===== src/sv/als_pkg.sv =====
// Shared types and constants for the anti-aliased line stepper.
// Used by als_divider and antialiased_line_stepper; depends on nothing.

package als_pkg;

	// Default coordinate width of the input endpoints
	localparam int COORD_BITS_DEF = 12;

	// Error accumulator and slope fraction width, weight width
	localparam int ACC_BITS    = 16;
	localparam int WEIGHT_BITS = 8;

	// Divider iteration counter width
	localparam int DIV_CNT_BITS = $clog2(ACC_BITS);

	// Transaction opcodes
	typedef enum logic {
		OP_START   = 1'b0,
		OP_ADVANCE = 1'b1
	} op_t;

	// Line classification
	typedef enum logic [1:0] {
		KIND_HORIZ   = 2'd0,
		KIND_VERT    = 2'd1,
		KIND_DIAG    = 2'd2,
		KIND_GENERAL = 2'd3
	} kind_t;

	// Sequencer states
	typedef enum logic [1:0] {
		ST_IDLE = 2'd0,
		ST_DIV  = 2'd1,
		ST_PAIR = 2'd2
	} state_t;

	// Divider status toward the sequencer
	typedef struct packed {
		logic busy;
		logic done;
	} div_stat_t;

endpackage


===== src/sv/antialiased_line_stepper.sv =====
// Top level of the anti-aliased line stepper: sequencer, stepping datapath, output register.
// Depends on als_pkg and als_divider.

// A start transaction orders the endpoints top to bottom and emits the first pixel,
// exact. For a line that is neither horizontal, vertical nor diagonal the slope
// fraction is then formed by the iterative divider, one quotient bit per cycle, so
// the block holds in_stall until the divider is done. An advance that gives one
// exact pixel returns straight to idle; a weighted step gives the main pixel and
// then its neighbor from the pending register, both going through the single output
// register. Advances after the end of a line are accepted and give nothing. Any
// cycle in which out_stall holds a waiting pixel delays the next transaction.

module antialiased_line_stepper #(
	parameter int COORD_BITS = als_pkg::COORD_BITS_DEF
) (
	input  logic                                clk,
	input  logic                                arst_n,
	input  logic                                in_valid,
	output logic                                in_stall,
	input  logic                                operation,
	input  logic signed [COORD_BITS-1:0]        start_x,
	input  logic signed [COORD_BITS-1:0]        start_y,
	input  logic signed [COORD_BITS-1:0]        end_x,
	input  logic signed [COORD_BITS-1:0]        end_y,
	output logic                                out_valid,
	input  logic                                out_stall,
	output logic signed [COORD_BITS:0]          pixel_x,
	output logic signed [COORD_BITS:0]          pixel_y,
	output logic [als_pkg::WEIGHT_BITS-1:0]     weight,
	output logic                                exact,
	output logic                                last_pixel
);

	localparam int AB = als_pkg::ACC_BITS;
	localparam int WB = als_pkg::WEIGHT_BITS;
	localparam logic [COORD_BITS:0]   PIX_ONE  = 1;
	localparam logic [COORD_BITS-1:0] STEP_ONE = 1;

	// Sequencer and line state
	als_pkg::state_t         state_q, state_d;
	logic                    active_q, active_d;
	als_pkg::kind_t          kind_q, kind_d;
	logic                    ymaj_q, ymaj_d;
	logic                    xneg_q, xneg_d;
	logic [COORD_BITS:0]     cur_x_q, cur_x_d;
	logic [COORD_BITS:0]     cur_y_q, cur_y_d;
	logic [COORD_BITS:0]     fin_x_q, fin_x_d;
	logic [COORD_BITS:0]     fin_y_q, fin_y_d;
	logic [COORD_BITS-1:0]   steps_q, steps_d;
	logic [AB-1:0]           acc_q, acc_d;
	logic [AB-1:0]           adj_q, adj_d;

	// Pending neighbor pixel
	logic [COORD_BITS:0]     pend_x_q, pend_x_d;
	logic [COORD_BITS:0]     pend_y_q, pend_y_d;
	logic [WB-1:0]           pend_w_q, pend_w_d;

	// Output register
	logic                    out_valid_q, out_valid_d;
	logic [COORD_BITS:0]     px_q, px_d;
	logic [COORD_BITS:0]     py_q, py_d;
	logic [WB-1:0]           w_q, w_d;
	logic                    exact_q, exact_d;
	logic                    last_q, last_d;

	logic                    out_free;
	logic                    in_acc;
	logic                    div_start;
	als_pkg::div_stat_t      div_stat;
	logic [AB-1:0]           div_quot;

	// Start-side decode
	logic                    swap;
	logic [COORD_BITS:0]     s_x0, s_y0, s_x1, s_y1;
	logic [COORD_BITS:0]     dx_s, dy_s;
	logic                    s_neg;
	logic [COORD_BITS-1:0]   s_dx, s_dy;
	logic                    s_ymaj;
	als_pkg::kind_t          s_kind;
	logic [COORD_BITS-1:0]   s_steps;
	logic [COORD_BITS-1:0]   s_minor, s_major;

	// Advance-side values
	logic [COORD_BITS:0]     xstep;
	logic [COORD_BITS:0]     xs, ys;
	logic [AB-1:0]           acc_sum;
	logic                    wrap;
	logic [COORD_BITS:0]     mx, my;
	logic                    adv_last;

	// Endpoint ordering and classification
	always_comb begin
		swap   = start_y > end_y;
		s_x0   = swap ? {end_x[COORD_BITS-1], end_x}     : {start_x[COORD_BITS-1], start_x};
		s_y0   = swap ? {end_y[COORD_BITS-1], end_y}     : {start_y[COORD_BITS-1], start_y};
		s_x1   = swap ? {start_x[COORD_BITS-1], start_x} : {end_x[COORD_BITS-1], end_x};
		s_y1   = swap ? {start_y[COORD_BITS-1], start_y} : {end_y[COORD_BITS-1], end_y};
		dx_s   = s_x1 - s_x0;
		dy_s   = s_y1 - s_y0;
		s_neg  = dx_s[COORD_BITS];
		s_dx   = s_neg ? COORD_BITS'(-dx_s) : dx_s[COORD_BITS-1:0];
		s_dy   = dy_s[COORD_BITS-1:0];
		s_ymaj = s_dy > s_dx;
		s_minor = s_ymaj ? s_dx : s_dy;
		s_major = s_ymaj ? s_dy : s_dx;
		if (s_dy == '0) begin
			s_kind  = als_pkg::KIND_HORIZ;
			s_steps = s_dx;
		end else if (s_dx == '0) begin
			s_kind  = als_pkg::KIND_VERT;
			s_steps = s_dy;
		end else if (s_dx == s_dy) begin
			s_kind  = als_pkg::KIND_DIAG;
			s_steps = s_dy;
		end else begin
			s_kind  = als_pkg::KIND_GENERAL;
			s_steps = s_major;
		end
	end

	// One step along the line
	always_comb begin
		xstep    = xneg_q ? {(COORD_BITS+1){1'b1}} : PIX_ONE;
		xs       = cur_x_q + xstep;
		ys       = cur_y_q + PIX_ONE;
		acc_sum  = acc_q + adj_q;
		wrap     = acc_sum <= acc_q;
		mx       = (ymaj_q && !wrap) ? cur_x_q : xs;
		my       = (!ymaj_q && !wrap) ? cur_y_q : ys;
		adv_last = steps_q == STEP_ONE;
	end

	assign out_free = !out_valid_q || !out_stall;
	assign in_stall = !((state_q == als_pkg::ST_IDLE) && out_free);
	assign in_acc   = in_valid && !in_stall;

	// Sequencer: next state and next values
	always_comb begin
		state_d   = state_q;
		active_d  = active_q;
		kind_d    = kind_q;
		ymaj_d    = ymaj_q;
		xneg_d    = xneg_q;
		cur_x_d   = cur_x_q;
		cur_y_d   = cur_y_q;
		fin_x_d   = fin_x_q;
		fin_y_d   = fin_y_q;
		steps_d   = steps_q;
		acc_d     = acc_q;
		adj_d     = adj_q;
		pend_x_d  = pend_x_q;
		pend_y_d  = pend_y_q;
		pend_w_d  = pend_w_q;
		px_d      = px_q;
		py_d      = py_q;
		w_d       = w_q;
		exact_d   = exact_q;
		last_d    = last_q;
		div_start = 1'b0;
		out_valid_d = out_valid_q && out_stall;

		case (state_q)
			als_pkg::ST_IDLE: begin
				if (in_acc && (operation == als_pkg::OP_START)) begin
					kind_d   = s_kind;
					ymaj_d   = s_ymaj;
					xneg_d   = s_neg;
					cur_x_d  = s_x0;
					cur_y_d  = s_y0;
					fin_x_d  = s_x1;
					fin_y_d  = s_y1;
					steps_d  = s_steps;
					acc_d    = '0;
					adj_d    = '0;
					active_d = s_steps != '0;
					px_d     = s_x0;
					py_d     = s_y0;
					w_d      = '0;
					exact_d  = 1'b1;
					last_d   = s_steps == '0;
					out_valid_d = 1'b1;
					if (s_kind == als_pkg::KIND_GENERAL) begin
						div_start = 1'b1;
						state_d   = als_pkg::ST_DIV;
					end
				end else if (in_acc && active_q) begin
					steps_d = steps_q - STEP_ONE;
					out_valid_d = 1'b1;
					if (kind_q != als_pkg::KIND_GENERAL) begin
						// exact step of a straight line
						if (kind_q != als_pkg::KIND_VERT) begin
							cur_x_d = xs;
						end
						if (kind_q != als_pkg::KIND_HORIZ) begin
							cur_y_d = ys;
						end
						active_d = !adv_last;
						px_d     = (kind_q != als_pkg::KIND_VERT) ? xs : cur_x_q;
						py_d     = (kind_q != als_pkg::KIND_HORIZ) ? ys : cur_y_q;
						w_d      = '0;
						exact_d  = 1'b1;
						last_d   = adv_last;
					end else if (adv_last) begin
						// final pixel is the exact endpoint
						active_d = 1'b0;
						cur_x_d  = fin_x_q;
						cur_y_d  = fin_y_q;
						px_d     = fin_x_q;
						py_d     = fin_y_q;
						w_d      = '0;
						exact_d  = 1'b1;
						last_d   = 1'b1;
					end else begin
						// weighted pair: main pixel now, neighbor next
						acc_d    = acc_sum;
						cur_x_d  = mx;
						cur_y_d  = my;
						px_d     = mx;
						py_d     = my;
						w_d      = acc_sum[AB-1:AB-WB];
						exact_d  = 1'b0;
						last_d   = 1'b0;
						pend_x_d = ymaj_q ? (mx + xstep) : mx;
						pend_y_d = ymaj_q ? my : (my + PIX_ONE);
						pend_w_d = ~acc_sum[AB-1:AB-WB];
						state_d  = als_pkg::ST_PAIR;
					end
				end
			end
			als_pkg::ST_DIV: begin
				if (div_stat.done) begin
					adj_d   = div_quot;
					state_d = als_pkg::ST_IDLE;
				end
			end
			als_pkg::ST_PAIR: begin
				if (out_free) begin
					px_d     = pend_x_q;
					py_d     = pend_y_q;
					w_d      = pend_w_q;
					exact_d  = 1'b0;
					last_d   = 1'b0;
					out_valid_d = 1'b1;
					state_d  = als_pkg::ST_IDLE;
				end
			end
			default: begin
				state_d = als_pkg::ST_IDLE;
			end
		endcase
	end

	// Control registers
	always_ff @(posedge clk or negedge arst_n) begin
		if (!arst_n) begin
			state_q     <= als_pkg::ST_IDLE;
			active_q    <= 1'b0;
			out_valid_q <= 1'b0;
		end else begin
			state_q     <= state_d;
			active_q    <= active_d;
			out_valid_q <= out_valid_d;
		end
	end

	// Datapath registers
	always_ff @(posedge clk) begin
		kind_q   <= kind_d;
		ymaj_q   <= ymaj_d;
		xneg_q   <= xneg_d;
		cur_x_q  <= cur_x_d;
		cur_y_q  <= cur_y_d;
		fin_x_q  <= fin_x_d;
		fin_y_q  <= fin_y_d;
		steps_q  <= steps_d;
		acc_q    <= acc_d;
		adj_q    <= adj_d;
		pend_x_q <= pend_x_d;
		pend_y_q <= pend_y_d;
		pend_w_q <= pend_w_d;
		px_q     <= px_d;
		py_q     <= py_d;
		w_q      <= w_d;
		exact_q  <= exact_d;
		last_q   <= last_d;
	end

	// Slope fraction divider
	als_divider #(
		.COORD_BITS(COORD_BITS)
	) u_div (
		.clk    (clk),
		.arst_n (arst_n),
		.start  (div_start),
		.numer  (s_minor),
		.denom  (s_major),
		.stat   (div_stat),
		.quot   (div_quot)
	);

	assign out_valid  = out_valid_q;
	assign pixel_x    = px_q;
	assign pixel_y    = py_q;
	assign weight     = w_q;
	assign exact      = exact_q;
	assign last_pixel = last_q;

	// Checks
	a_div_running: assert property (@(posedge clk) disable iff (!arst_n)
		(state_q == als_pkg::ST_DIV) |-> (div_stat.busy || div_stat.done))
		else $error("sequencer waits on an idle divider");

	a_pair_holds_main: assert property (@(posedge clk) disable iff (!arst_n)
		(state_q == als_pkg::ST_PAIR) |-> out_valid_q)
		else $error("neighbor pending without main pixel in output register");

	a_active_steps: assert property (@(posedge clk) disable iff (!arst_n)
		active_q |-> (steps_q != '0))
		else $error("active line with no steps left");

	a_start_exact: assert property (@(posedge clk) disable iff (!arst_n)
		(in_acc && (operation == als_pkg::OP_START)) |=> (out_valid_q && exact_q))
		else $error("start transaction did not present an exact first pixel");

endmodule


===== src/sv/als_divider.sv =====
// Iterative restoring divider: quotient = (numer << ACC_BITS) / denom, numer < denom.
// One compare-subtract per cycle, one for each quotient bit. Depends on als_pkg.

module als_divider #(
	parameter int COORD_BITS = als_pkg::COORD_BITS_DEF
) (
	input  logic                              clk,
	input  logic                              arst_n,
	input  logic                              start,
	input  logic [COORD_BITS-1:0]             numer,
	input  logic [COORD_BITS-1:0]             denom,
	output als_pkg::div_stat_t                stat,
	output logic [als_pkg::ACC_BITS-1:0]      quot
);

	localparam logic [als_pkg::DIV_CNT_BITS-1:0] CNT_LAST =
		als_pkg::DIV_CNT_BITS'(als_pkg::ACC_BITS - 1);
	localparam logic [als_pkg::DIV_CNT_BITS-1:0] CNT_ONE  = 1;

	logic                             busy_q;
	logic                             done_q;
	logic [als_pkg::DIV_CNT_BITS-1:0] cnt_q;
	logic [COORD_BITS-1:0]            rem_q;
	logic [COORD_BITS-1:0]            den_q;
	logic [als_pkg::ACC_BITS-1:0]     quot_q;

	logic [COORD_BITS:0]              shifted;
	logic [COORD_BITS:0]              diff;
	logic                             ge;
	logic [COORD_BITS-1:0]            rem_next;

	// Shared compare-subtract step
	always_comb begin
		shifted  = {rem_q, 1'b0};
		diff     = shifted - {1'b0, den_q};
		ge       = shifted >= {1'b0, den_q};
		rem_next = ge ? diff[COORD_BITS-1:0] : shifted[COORD_BITS-1:0];
	end

	// Control: busy while cnt_q counts down from ACC_BITS-1 to zero, done pulses in the cycle after the last step
	always_ff @(posedge clk or negedge arst_n) begin
		if (!arst_n) begin
			busy_q <= 1'b0;
			done_q <= 1'b0;
			cnt_q  <= '0;
		end else begin
			done_q <= busy_q && (cnt_q == '0);
			if (start) begin
				busy_q <= 1'b1;
				cnt_q  <= CNT_LAST;
			end else if (busy_q) begin
				cnt_q <= cnt_q - CNT_ONE;
				if (cnt_q == '0) begin
					busy_q <= 1'b0;
				end
			end
		end
	end

	// Datapath
	always_ff @(posedge clk) begin
		if (start) begin
			rem_q  <= numer;
			den_q  <= denom;
			quot_q <= '0;
		end else if (busy_q) begin
			rem_q  <= rem_next;
			quot_q <= {quot_q[als_pkg::ACC_BITS-2:0], ge};
		end
	end

	assign stat.busy = busy_q;
	assign stat.done = done_q;
	assign quot      = quot_q;

endmodule


===== config.mk =====
export PLATFORM = sky130hd
export DESIGN_NAME = antialiased_line_stepper
export DESIGN_NICKNAME = d
export VERILOG_FILES = /design/src/sv/als_pkg.sv /design/src/sv/antialiased_line_stepper.sv /design/src/sv/als_divider.sv
export SDC_FILE = /design/constraint.sdc
export NUM_CORES = 1
export LEC_CHECK = 0
export BUFFER_PORTS_ARGS = -buffer_cell sky130_fd_sc_hd__buf_4
export CORE_MARGIN = 10
export CORE_UTILIZATION = 40
export CTS_CLUSTER_DIAMETER = 40
export DETAILED_ROUTE_END_ITERATION = 12
export HOLD_SLACK_MARGIN = 0.05
export PLACE_DENSITY = 0.68
export SETUP_SLACK_MARGIN = 0.1
export SLEW_MARGIN = 20
export SYNTH_ARGS = -nofsm -noshare
export SYNTH_HDL_FRONTEND = slang
export SYNTH_HIERARCHICAL = 1
export SYNTH_SLANG_ARGS = --single-unit

===== constraint.sdc =====
create_clock -name clk -period 8 [get_ports clk]
set_input_delay 0.8 -clock clk [delete_from_list [all_inputs] [get_ports clk]]
set_output_delay 0.8 -clock clk [all_outputs]
set_load 0.01 [all_outputs]

==> run summary, run 1 <==
The synthesized area per cell came out at a little over 9 µm². The CTS sink count came out at 218. The final estimated routing congestion in global placement came out at between 0.9 and 1. The post-layout instance count excluding filler cells came out at roughly 2.4k. The number of vias in the routed layout came out at 13.9k. In the detailed route, the total length drawn on met2 is 21.3 mm. The initial antenna violation count was 1. The clock latency reported for the late side of the worst-skew pair came out at 0.56 ns. The number of cell instances on the worst register-to-register path is 38. The critical path startpoint category is a register. The internal reg-to-reg setup slack is 0.54 ns. The number of buffers created by CTS is 36. Across all setup checks in the final design, the least slack found is between 0.5 and 0.6 ns. TritonCTS built the clock tree. The total setup violations reported at the end of the flow came out at 0. The DRC violation total after the first TritonRoute iteration came out at 1432.

The setup skew after layout is 0.0333 ns. The number of standard cells after synthesis is 1794. At the pin with the least slew margin, the transition time is 1.02 ns. The final hold violation count is 0. The startpoint identified for the worst register-to-register timing path is acc_q[0].

The CTS clock-pin slew for the worst setup and hold paths is 0.05 ns. The cell count after placement is 2374. The maximum single-stage delay on the critical path came out at 0.53 ns. The I/O pin count is 91. The clock tree synthesis step divided the H-tree into 2 levels. In this run the core area contains 74 standard-cell rows. STA classifies the critical path endpoint as a register. The family with the most delay on the worst path is compound AO/OA/AOI/OAI gates. The run finished with clean final reports. In the final routing, the length of wire on met1 measures 20.6 mm. The maximum clock insertion buffer count is 3.

For this run, the total global-route usage over all layers was measured as around 18%. The count of yosys warnings during synthesis is 6. The total wire length is 46.0 mm. The DRC violations left is 0. The slowest stage of the critical path is the sky130_fd_sc_hd__or4_1 cell. The final total negative setup slack came out at 0 ns. The peak supply drop came out at 0.229 mV. The area growth from synthesis to layout is 15.6%. Setup repair after global routing left no endpoint under its margin. The post-layout minimum cycle time is 7.46 ns. The net total in the final layout is 2039. The tool flagged a number of max-cap violations equal to 0.

At the worst endpoint, the arrival time is 7.76 ns. The start-to-end type of the worst setup path is reg -> reg. Headroom to the max-slew limit came out at 31.9%.

After detailed routing, no signal wire sits above met4. The number of I/O port buffers came out at 90. The period utilization is 93.3%. The x dimension of the die is 224 µm. In this run the critical register-to-register path is captured at pend_x_q[12].

The fraction of final layout cells sized beyond drive strength 1 is 16.0%. The detailed placer's ending HPWL came out at between 30 and 40 mm. The worst min-delay path category is in -> async. The starting density of the core is between 40% and 50%. The via count of the first global-routing pass is between 10k and 15k.

The most critical setup path has its startpoint at acc_q[0]. In this run the worst setup path terminates at pend_x_q[12]. The critical path buffer and inverter count came out at 1. The worst-case setup slack after placement is 0.108 ns. The overall overflow remaining after global route is 0. The cell area that synthesis handed to floorplanning was 16600 µm². The global-route wire length before repair is around 73 mm. The number of nets handed over by synthesis was 1948. In this run the power density over the cells is 365 nW/µm². The critical-path maximum fanout came out at 6. The number of iterations in the first detailed-routing pass is 6. The max-slew violation count was 0. The maximum number of pins on one net before global-route repair came out at 61.

The total number of cells along the worst setup path came out at 38. The floorplan step set the die height to 224 µm. The maximum clock frequency came out at 134 MHz.

The full die area is 50000 µm². The routed length on met3 came out at 3.11 mm. The detailed-route vias per instance came out at 5.68.

The cell repeated most along the worst path is sky130_fd_sc_hd__o21bai_1. The data required time at the worst endpoint came out at 8.30 ns. The remaining number of nets flagged by the antenna check after routing came out at 0. After detailed routing, the average wire length per cell comes to 18.8 µm. The tree is rooted in a sky130_fd_sc_hd__clkbuf_16.

The floorplan step defined a core boundary enclosing between 40000 and 50000 µm². The static leakage is ~7.9 nW.
## cell type report
| type | instances | area (µm²) |
|---|---|---|
| inverters | 125 | 469 |
| repair buffers | 132 | 1020 |
| multi-input cells | 1372 | 9480 |
| flip-flops and latches | 218 | 6340 |
| fillers | 3906 | 21700 |
| well taps | 532 | 666 |
| clock inverters | 25 | 269 |
| clock buffers | 41 | 930 |
| diodes | 1 | 2.50 |
## cell usage in the layout (no fill, tap or decap), types with 28 or more instances in the layout
cell type and count:
sky130_fd_sc_hd__mux2_2 38, sky130_fd_sc_hd__a21oi_1 92, sky130_fd_sc_hd__buf_4 130, sky130_fd_sc_hd__o21ai_0 98, sky130_fd_sc_hd__clkbuf_16 36, sky130_fd_sc_hd__inv_1 122, sky130_fd_sc_hd__xor2_1 32, sky130_fd_sc_hd__nor2_1 176
sky130_fd_sc_hd__nand3_1 31, sky130_fd_sc_hd__xnor2_1 77, sky130_fd_sc_hd__and2_1 28, sky130_fd_sc_hd__mux2i_1 60, sky130_fd_sc_hd__nor2b_1 28, sky130_fd_sc_hd__edfxtp_1 192, sky130_fd_sc_hd__ha_1 97, sky130_fd_sc_hd__nor3_1 36
sky130_fd_sc_hd__nand2_1 180
## metal layers
metal	track usage [%]	vias up
met5	0	-
met4	5.38	0
met3	2.83	63
met2	28.9	441
met1	23.9	6671
li1	-	6707
## flip-flops by register name, summed over array words and instances (netlist names), 13 cells and up
register / flops
acc_q: 16
adj_q: 16
u_div/quot: 16
cur_x_q: 13
cur_y_q: 13
pend_x_q: 13
pend_y_q: 13
pixel_x: 13
pixel_y: 13
## metrics by stage
stage	area (µm²)	power (mW)	hold WS, ns	utilization [%]
floorplan	16600	4.46	0.452	-
global placement	17900	5.28	0.473	43.6
detailed placement	17900	5.37	0.487	43.6
CTS	19100	6.95	0.0637	46.6
global route	19200	7.51	0.0756	46.9
finish	19200	7.00	0.0834	46.9
## worst min-delay path by stage
| stage | from | endpoint | slack (ns) |
|---|---|---|---|
| after floorplan | u_div/quot[15] | u_div/quot[15] | 0.45 |
| after global placement | u_div/quot[15] | u_div/quot[15] | 0.47 |
| after detailed placement | u_div/quot[15] | u_div/quot[15] | 0.49 |
| after CTS | arst_n | u_div/done_q | 0.06 |
| after global routing | arst_n | u_div/done_q | 0.08 |
| final | arst_n | u_div/done_q | 0.08 |
## timing repair
action / CTS / global route
hold buffers: 0 / 0
setup endpoints to repair: 0 / 4
gates resized for setup: 0 / 14
setup buffers: 0 / 4
## report_power, final
group | internal, mW | switching (mW) | leakage [nW] | total, mW
Sequential | 1.73 | 0.166 | 2.02 | 1.90
Combinational | 1.54 | 2.03 | 5.33 | 3.57
Clock | 0.951 | 0.583 | 0.571 | 1.53
No activity file was read; power rests on OpenSTA's default activity.
==> run 2, diff against run 1 <==
--- a/config.mk
+++ b/config.mk
@@ -6,11 +6,12 @@
 export NUM_CORES = 1
 export LEC_CHECK = 0
 export BUFFER_PORTS_ARGS = -buffer_cell sky130_fd_sc_hd__buf_4
-export CORE_MARGIN = 10
+export CORE_MARGIN = 2
 export CORE_UTILIZATION = 40
 export CTS_CLUSTER_DIAMETER = 40
 export DETAILED_ROUTE_END_ITERATION = 12
 export HOLD_SLACK_MARGIN = 0.05
+export MAX_ROUTING_LAYER = met4
 export PLACE_DENSITY = 0.68
 export SETUP_SLACK_MARGIN = 0.1
 export SLEW_MARGIN = 20
==> run summary, run 2 (synthesis results as in run 1) <==
The run finished with clean final reports. The post-layout instance count excluding filler cells is 2433 (-0.53%). The global-route wire length before repair came out at 72.0 mm (-0.70%). The area growth from synthesis to layout came out at 14.7%. The clock latency reported for the late side of the worst-skew pair came out at 0.59 ns (+0.03 ns). The maximum clock frequency came out at 135 MHz (+0.46%). The full die area came to 43100 µm² (-14%). The number of fill cells in the layout came out at 3780 (-3.2%). The final hold violation count came out at 0 (unchanged). The I/O pin count is 91 (unchanged). The data required time at the worst endpoint is 8.32 ns (+0.02 ns). The critical path startpoint category is a register.

The number of buffers created by CTS came out at 31 (-14%). The peak supply drop is 0.210 mV (-8.0%). The total wire length came out at 45.4 mm (-1.3%). The total power draw is 6.87 mW (-1.9%). The worst-case setup slack after placement was 0.0386 ns (-0.0694 ns). The CTS sink count is 218 (unchanged). The DRC violations left is 0 (unchanged). The fraction of final layout cells sized beyond drive strength 1 came out at 15.6% (-0.41 points). The cell that appears most often on the critical path is sky130_fd_sc_hd__a21oi_2. The x dimension of the die came out at 208 µm (-7.2%).

The slew at the pin with the worst max-slew slack is 1.06 ns (+0.0337 ns). The element type at the critical path end is a register. The number of H-tree levels is 1 (-1). The remaining number of nets flagged by the antenna check after routing is 0 (unchanged). The overall global routing resource usage is 21.3% (+3.5 points). The starting density of the core came to 40.6% (+0.092 points). The detailed-route vias per instance came out at 5.70 (+0.51%).

The final worst setup slack came to 0.573 ns (+0.0339 ns). The number of I/O port buffers was 90 (unchanged). TritonCTS built the clock tree. The routed length per instance came out at 18.7 µm (-0.75%).

The CTS clock-pin slew for the worst setup and hold paths is 0.06 ns (about the same). The net total in the final layout is 2029 (-0.49%). The overall overflow remaining after global route came out at 0 (unchanged). The final estimated routing congestion in global placement is 0.972 (+4.2%). The library cells used most frequently in the layout, excluding fill and tap cells, are sky130_fd_sc_hd__edfxtp_1 (192), sky130_fd_sc_hd__nand2_1 (180), sky130_fd_sc_hd__nor2_1 (176), sky130_fd_sc_hd__buf_4 (126), sky130_fd_sc_hd__inv_1 (122). The maximum number of pins on one net before global-route repair came out at 45 (-26%). The critical-path maximum fanout was 7 (+1). The number of vias in the routed layout is 13.9k (-0.029%). The standard-cell row count is 74 (unchanged).

The worst relative slew slack is 29.4% (-2.4 points). The setup skew after layout came out at 0.0208 ns (-0.0124 ns). The highest-delay cell along the critical path is sky130_fd_sc_hd__or4_1. The post-layout minimum cycle time was 7.43 ns (-0.0339 ns). The number of iterations in the first detailed-routing pass came to 5 (-1). The max-slew violation count came out at 0 (unchanged). The DRC violation total after the first TritonRoute iteration is 1171 (-18%).

The initial antenna violation count came out at 2 (+1). The via count of the first global-routing pass came out at 13.1k (-1.2%). The tightest hold margin came out at 0.491 ns (+0.407 ns). The internal reg-to-reg setup slack came to 0.57 ns (+0.03 ns). The maximum single-stage delay on the critical path came to 0.51 ns (-0.02 ns). The arrival time at the worst endpoint is 7.75 ns (about the same).

The clock tree root driver cell is sky130_fd_sc_hd__clkbuf_16. The detailed placer's ending HPWL came out at 33.9 mm (-0.54%). Setup repair after global routing left no endpoint under its margin. The period utilization is 92.8% (-0.42 points). The power per unit of standard cell area is 361 nW/µm² (-1.1%). The number of maximum-capacitance violations came out at 0 (unchanged).

The final total negative setup slack is 0 ns (unchanged). The maximum clock insertion buffer count is 3 (unchanged). The static leakage is 7.85 nW (-0.90%). The die height came out at 208 µm (-7.2%).

By startpoint and endpoint, the worst setup path is classified as reg -> reg. The total setup violations reported at the end of the flow is 0 (unchanged). The worst min-delay path category is in -> reg. The cell count after placement came to 2370 (-0.17%). The total core area is 40800 µm² (-0.23%). The library cell used most frequently in the layout, excluding fill and tap cells, is sky130_fd_sc_hd__edfxtp_1.
## run 2: cell types whose count changed in the layout (fill, tap and decap cells not counted), sizes merged
cell / change
clkbuf: -9
buf: -6
clkinvlp: -3
inv: +2
bufinv: +1
diode: +1
dlygate4sd3: +1
## run 2: cell type report
class	count	area, µm²	share of cell area (%)
Clock inverter	25	330	1.74
Tap cell	532	666	3.50
Sequential cell	218	6340	33.3
Clock buffer	32	779	4.10
Antenna cell	2	5.00	0.0263
Timing Repair Buffer	127	956	5.03
Inverter	125	469	2.47
Multi-Input combinational cell	1372	9480	49.8
## run 2: power breakdown
group,total [mW],switching (mW),internal [mW]
clock network,1.44,0.577,0.866
registers,1.90,0.166,1.73
logic,3.53,2.03,1.50
total,6.87,2.77,4.10
## run 2: per-layer routing
layer,vias to the layer above,GRT usage (%),routed length [µm]
li1,6687,-,-
met1,6637,28.7,20200
met2,481,32.9,20600
met3,73,4.15,3620
met4,0,5.69,932
met5,-,-,0
## run 2: metrics by stage
step | utilization (%) | area [µm²]
floorplan | - | 16600
global placement | 43.6 | 17800
detailed placement | 43.6 | 17800
CTS | 46.4 | 19000
global route | 46.6 | 19000
finish | 46.6 | 19000
## run 2: path summary, 6_finish.rpt
path | from | end | cells after the start
setup / recovery | acc_q[0] | pend_x_q[12] | 39
max in group asynchronous | arst_n | active_q | 2
setup reg to reg | acc_q[0] | pend_x_q[12] | 39
hold reg to reg | u_div/quot[15] | u_div/quot[15] | 2
hold / removal | out_stall | out_valid | 3
min in group asynchronous | arst_n | out_valid | 2
## run 2: repair_timing
| action | CTS | global route |
|---|---|---|
| resized for setup | 3 | 13 |
| setup buffers | 1 | 2 |
| setup endpoints to repair | 1 | 4 |
| hold buffers | 1 | 0 |
| hold endpoints to repair | 10 | 0 |
| pin swaps | 2 | 4 |
| cloned | 0 | 0 |
## run 2: worst max-delay path, delay by kind of cell, from the launching register on
kind	cells	cell delay, ns
adders and majority gates	4	1.25
and+or+nand+nor	8	1.46
xor gates and xnor gates	3	0.48
buffers and inverters	1	0.08
DFF	1	0.40
AOI/OAI and AO/OA	23	3.48
